<file path="config.mk">
export PLATFORM = sky130hd
export DESIGN_NAME = dbscan_dist
export DESIGN_NICKNAME = d
export VERILOG_FILES = /design/src/hdl/dbscan_pkg.sv /design/src/hdl/dbscan_dist.sv
export SDC_FILE = /design/constraint.sdc
export NUM_CORES = 1
export LEC_CHECK = 0
export ABC_CLOCK_PERIOD_IN_PS = 18500
export CAP_MARGIN = 20
export CORE_AREA = 3 3 198 238
export DETAILED_ROUTE_END_ITERATION = 8
export DIE_AREA = 0 0 201 241
export DONT_BUFFER_PORTS = 1
export PLACE_DENSITY_LB_ADDON = 0.12
export SYNTH_ARGS = -nofsm -noshare
export SYNTH_HDL_FRONTEND = slang
export SYNTH_SLANG_ARGS = --single-unit
</file>
<file path="constraint.sdc">
create_clock -name clk -period 18.5 [get_ports clk]
set_input_delay 0.925 -clock clk [delete_from_list [all_inputs] [get_ports clk]]
set_output_delay 0.925 -clock clk [all_outputs]
set_load 0.005 [all_outputs]
</file>
<file path="src/hdl/dbscan_pkg.sv">
package dbscan_pkg;

  localparam int MAX_POINTS_DEF = 64;
  localparam int COORD_BITS_DEF = 16;
  localparam int EPS_W  = 33;
  localparam int MINN_W = 6;
  localparam int ID_W   = 6;
  localparam int CFG_IDX_W = 1;
  localparam logic [CFG_IDX_W-1:0] REG_EPS  = 1'd0;
  localparam logic [CFG_IDX_W-1:0] REG_MINN = 1'd1;
  localparam logic [EPS_W-1:0]  EPS_RST  = 33'd256;
  localparam logic [MINN_W-1:0] MINN_RST = 6'd4;

  typedef struct packed {
    logic       vld;
    logic [5:0] cid;
    logic [5:0] idx;
    logic       eoc;
    logic       eoa;
    logic       none;
  } res_ctl_t;

endpackage

</file>
<file path="src/hdl/dbscan_dist.sv">
// Two-stage squared distance test: subtract and square, then sum and compare.
module dbscan_dist #(
  parameter int COORD_BITS = 16
) (
  input  logic                         clk,
  input  logic signed [COORD_BITS-1:0] ax,
  input  logic signed [COORD_BITS-1:0] ay,
  input  logic signed [COORD_BITS-1:0] bx,
  input  logic signed [COORD_BITS-1:0] by,
  input  logic [dbscan_pkg::EPS_W-1:0] eps,
  output logic                         near
);
  localparam int DW = COORD_BITS + 1;
  localparam int SW = 2 * DW;
  localparam int CMPW = (SW + 1 > dbscan_pkg::EPS_W) ? SW + 1 : dbscan_pkg::EPS_W;
  logic signed [DW-1:0] dx, dy;
  logic signed [SW-1:0] qx, qy;
  logic [SW-1:0] sx_r, sy_r;
  logic [SW:0]   d2;
  always_comb begin
    dx = DW'(ax) - DW'(bx);
    dy = DW'(ay) - DW'(by);
    qx = dx * dx;
    qy = dy * dy;
    d2 = (SW+1)'(sx_r) + (SW+1)'(sy_r);
  end
  always_ff @(posedge clk) begin
    sx_r <= $unsigned(qx);
    sy_r <= $unsigned(qy);
  end
  assign near = (d2 != '0) && (CMPW'(d2) <= CMPW'(eps));
endmodule

</file>
* Word level (Yosys, flattened, before mapping)
Index checks and enable logic that the tools add are counted.
** Storage, ports and cells
- Logic and storage cells :: 10
- Input bits :: 98
- Flip-flop bits (word level) :: 68
** Cells by class
- Order comparisons :: 1
- Reduce and logical (&&, ||, !) cells :: 2
- $mul :: 2
- Add/subtract/negate cells :: 3
** Operator list (number)
- $mul 17x17->34 :: 2
- $add 34x34->35 :: 1
- $le 35x33->1 :: 1
- $reduce_bool 35->1 :: 1
- $sub 16x16->17 :: 2
- $logic_and 1x1->1 :: 1

* Depth between registers and ports, before layout
- Depth after elaboration :: 3
- Depth in mapped cells :: 38

* Worst setup path after synthesis
Ideal clock, no wire load.
- Path type :: input-to-reg
- From :: input port ax[0]
- To :: register sx_r[32]
- Slack :: 9.685 ns
- Path buffers :: 1
- Arrival :: 8.743 ns
- Stages on the path :: 36
- Cell sequence :: inv_1 -> ha_1 -> fa_1 -> nor2b_1 -> o21ai_0 -> nand2b_1 -> a21o_1 -> a21o_1 -> a21o_1 -> a211o_1 -> nand3_1 -> a31o_2 -> inv_2 -> buf_1 -> nor2_1 -> fa_1 -> fa_1 -> inv_1 -> fa_1 -> inv_1 -> fa_1 -> fa_1 -> inv_1 -> fa_1 -> inv_1 -> ha_1 -> a21o_1 -> a31o_2 -> a221oi_1 -> a21oi_1 -> a21oi_1 -> a21oi_1 -> o41ai_1 -> o2111ai_1 -> a21oi_1 -> xnor2_1
** Between the ends
- Word-level cells in the longest chain between the ends :: 2
** RTL lines
- start, declared :: RTL line dbscan_dist.sv:6 : input logic signed [COORD_BITS-1:0] ax,
- $sub 16x16->17 :: RTL line dbscan_dist.sv:21 : dx = DW'(ax) - DW'(bx);
- $mul 17x17->34 :: RTL line dbscan_dist.sv:23 : qx = dx * dx;
- via qx[32] :: RTL line dbscan_dist.sv:17 : logic signed [SW-1:0] qx, qy;
- end signal, assigned :: RTL line dbscan_dist.sv:28 : sx_r <= $unsigned(qx);
- end, declared :: RTL line dbscan_dist.sv:18 : logic [SW-1:0] sx_r, sy_r;
The timed path passes the listed nets, and every way through them passes these cells.

* Final worst setup path
Ends and elaborated chain as after synthesis.

==> results_dict.tcl <==
set metrics [dict create \
    antenna_found_initial 0 \
    cp_slowest_cell "xnor2_1" \
    synth_edf_count 0 \
    crit_arrival_ps 10260 \
    ys_types 72 \
    worstHoldPathCells 2 \
    cts_buffers 9 \
    criticalPathCategory "primary input to register" \
    required_ps 18770 \
    hold_start "ay[1]" \
    grt_usage_pct 24.1 \
    grt_max_degree 26 \
    drcViolationCount 0 \
    async_flop_share_pct 0 \
    synthTopCellsByCount "756 x inv_1, 543 x fa_1, 264 x ha_1" \
    core_mm2 0.0450 \
    hp-class "primary input to register" \
    vias 17900 \
    overflow 0 \
    num_antenna_cells 0 \
    yosysTopAreaCell "fa_1" \
    seq_area_frac_synth_pct 5.37 \
    cts_hold_buf 0 \
    status "completed" \
    die_x_um 201 \
    first_pass_iters 9 \
    holdPathEnd "sy_r[2]$_DFF_P_" \
    ys_top_cells_by_area "fa_1 44%, ha_1 13%, inv_1 12%" \
    drv_cap 0 \
    start_kind "primary input" \
    final_nets 3633 \
    drv_slew 0 \
    dpl_cell_area_mm2 0.0253 \
    slew-limit-headroom_pct 27.9 \
    synthToLayoutAreaGrowth_pct 3.98 \
    dp_hpwl_um 48300 \
    drive_above_1_share_pct 2.27 \
    cpMostUsedCell "fa_1" \
    die_h_um 241 \
    place_congestion 0.934 \
    cts.sinks 66 \
    synthFlopType "dfxtp_1" \
    fin_area_mm2 0.0256 \
    setup_tns_ps 0 \
    yosysMostFrequentCell "inv_1" \
    max_freq_mhz 100 \
    final_core_util_pct 56.8 \
    io_buffers 0 \
    yosys_register_bits 66 \
    finalCritPeriodShare_pct 54.0 \
    yosys_warnings 0 \
    layout.cells.non_filler 3341 \
    syn_inst 2757 \
    initial_utilization_pct 54.7 \
    wl_per_cell_um 16.6 \
    cts_max_level 3 \
    hold_viol 0 \
    postRouteAntennaNets 0 \
    via_per_inst 5.35 \
    drt-total-wl_um 55400 \
    crit_path_max_fanout 12 \
    grt_pass1_wl_um 93800 \
    dp_cells 3326 \
    setup_viol 0 \
    rsz0062_at_grt "false" \
    cp.buffers_inverters 6 \
    path_delay_family "adder cells" \
    rows 85 \
    max_stage_delay_ps 830 \
    tritoncts "done" \
    fill_cells 4153 \
    avgSynthCellArea_um2 8.92 \
    end_kind "register" \
    ios 99 \
    syn-cell-area_mm2 0.0246 \
    cts_setup_buffers 0 \
    cts_root_buf "clkbuf_16" \
    synth_nets 3662 \
    drtIter0Drc 805 \
    post_cts_resized 0 \
    post-route-min-period_ps 9990 \
    die_area_mm2 0.0484 \
    tightest_slew_ps 1070 \
    grt_pass1_vias 19400 \
    synth_top_cell_area_share_pct 44.2 \
    cts.clk_slew.worst_paths_ps 50 \
    max-clock-path-buffers 2 \
]
[per-stage QoR]
stage | setup WS [ps] | hold WS (ps)
floorplan | 9690 | 1120
global placement | 8410 | 1210
detailed placement | 8220 | 1220
CTS | 8580 | 861
global route | 7910 | 860
finish | 8510 | 853
[per-layer routing]
metal | up-vias | global-route usage, % | routed length [µm]
met1 | 9092 | 31.6 | 22800
met3 | 82 | 3.18 | 2700
li1 | 8297 | - | -
met4 | 0 | 5.13 | 1180
met5 | - | 0 | 0
met2 | 391 | 43.3 | 28600
[layout by cell type, fill, tap and decap left out, types with 8 or more instances in the layout]
master | synthesis | layout
inv_1 | 756 | 756
fa_1 | 543 | 543
ha_1 | 264 | 264
nand2_1 | 222 | 222
nor2_1 | 219 | 219
xnor2_1 | 95 | 95
a21oi_1 | 82 | 82
dfxtp_1 | 66 | 66
a21o_1 | 62 | 62
o21ai_0 | 39 | 39
xor2_1 | 32 | 32
nor3_1 | 28 | 28
nand3_1 | 28 | 28
buf_4 | 0 | 20
a31oi_1 | 16 | 16
o21bai_1 | 16 | 16
nand4_1 | 16 | 16
nor2b_1 | 15 | 15
o21a_1 | 15 | 15
and3_1 | 14 | 14
nand2b_1 | 13 | 13
o211ai_1 | 13 | 13
a211oi_1 | 12 | 12
or2_2 | 10 | 10
clkinv_1 | 9 | 9
clkbuf_16 | 0 | 9
or3_1 | 8 | 8
[flip-flops by register name (all words and copies together) (netlist names)]
signal  flops
sy_r       33
sx_r       33
[cell type report]
type	instances	area, µm²	share of cell area [%]
multi-input cells	1863	20100	78.8
inverters	768	2880	11.3
well taps	609	762	2.98
clock inverters	6	82.6	0.323
flip-flops and latches	66	1320	5.17
clock buffers	9	225	0.881
repair buffers	20	150	0.587
[cell families after synthesis]
family | synth area share, %
AND/OR/NAND/NOR | 10.9
AO/OA/AOI/OAI | 8.65
XOR/XNOR | 4.52
flip-flops | 5.37
multiplexers | 0.209
adder cells (fa/ha/maj) | 57.6
buffers and inverters | 12.7
[how the worst max path moves through the flow]
stage / startpoint / endpoint / cells past startpoint
2_1_floorplan: ax[0] / sx_r[32]$_DFF_P_ / 36
3_3_place_gp: ax[0] / sx_r[32]$_DFF_P_ / 35
3_5_place_dp: ax[0] / sx_r[32]$_DFF_P_ / 35
4_1_cts: ax[0] / sx_r[32]$_DFF_P_ / 35
5_1_grt: ax[0] / sx_r[32]$_DFF_P_ / 35
6_report: ax[0] / sx_r[32]$_DFF_P_ / 35
Power is not shown: default switching activity piles up to over one toggle a cycle in this logic, so the estimate is an artifact.
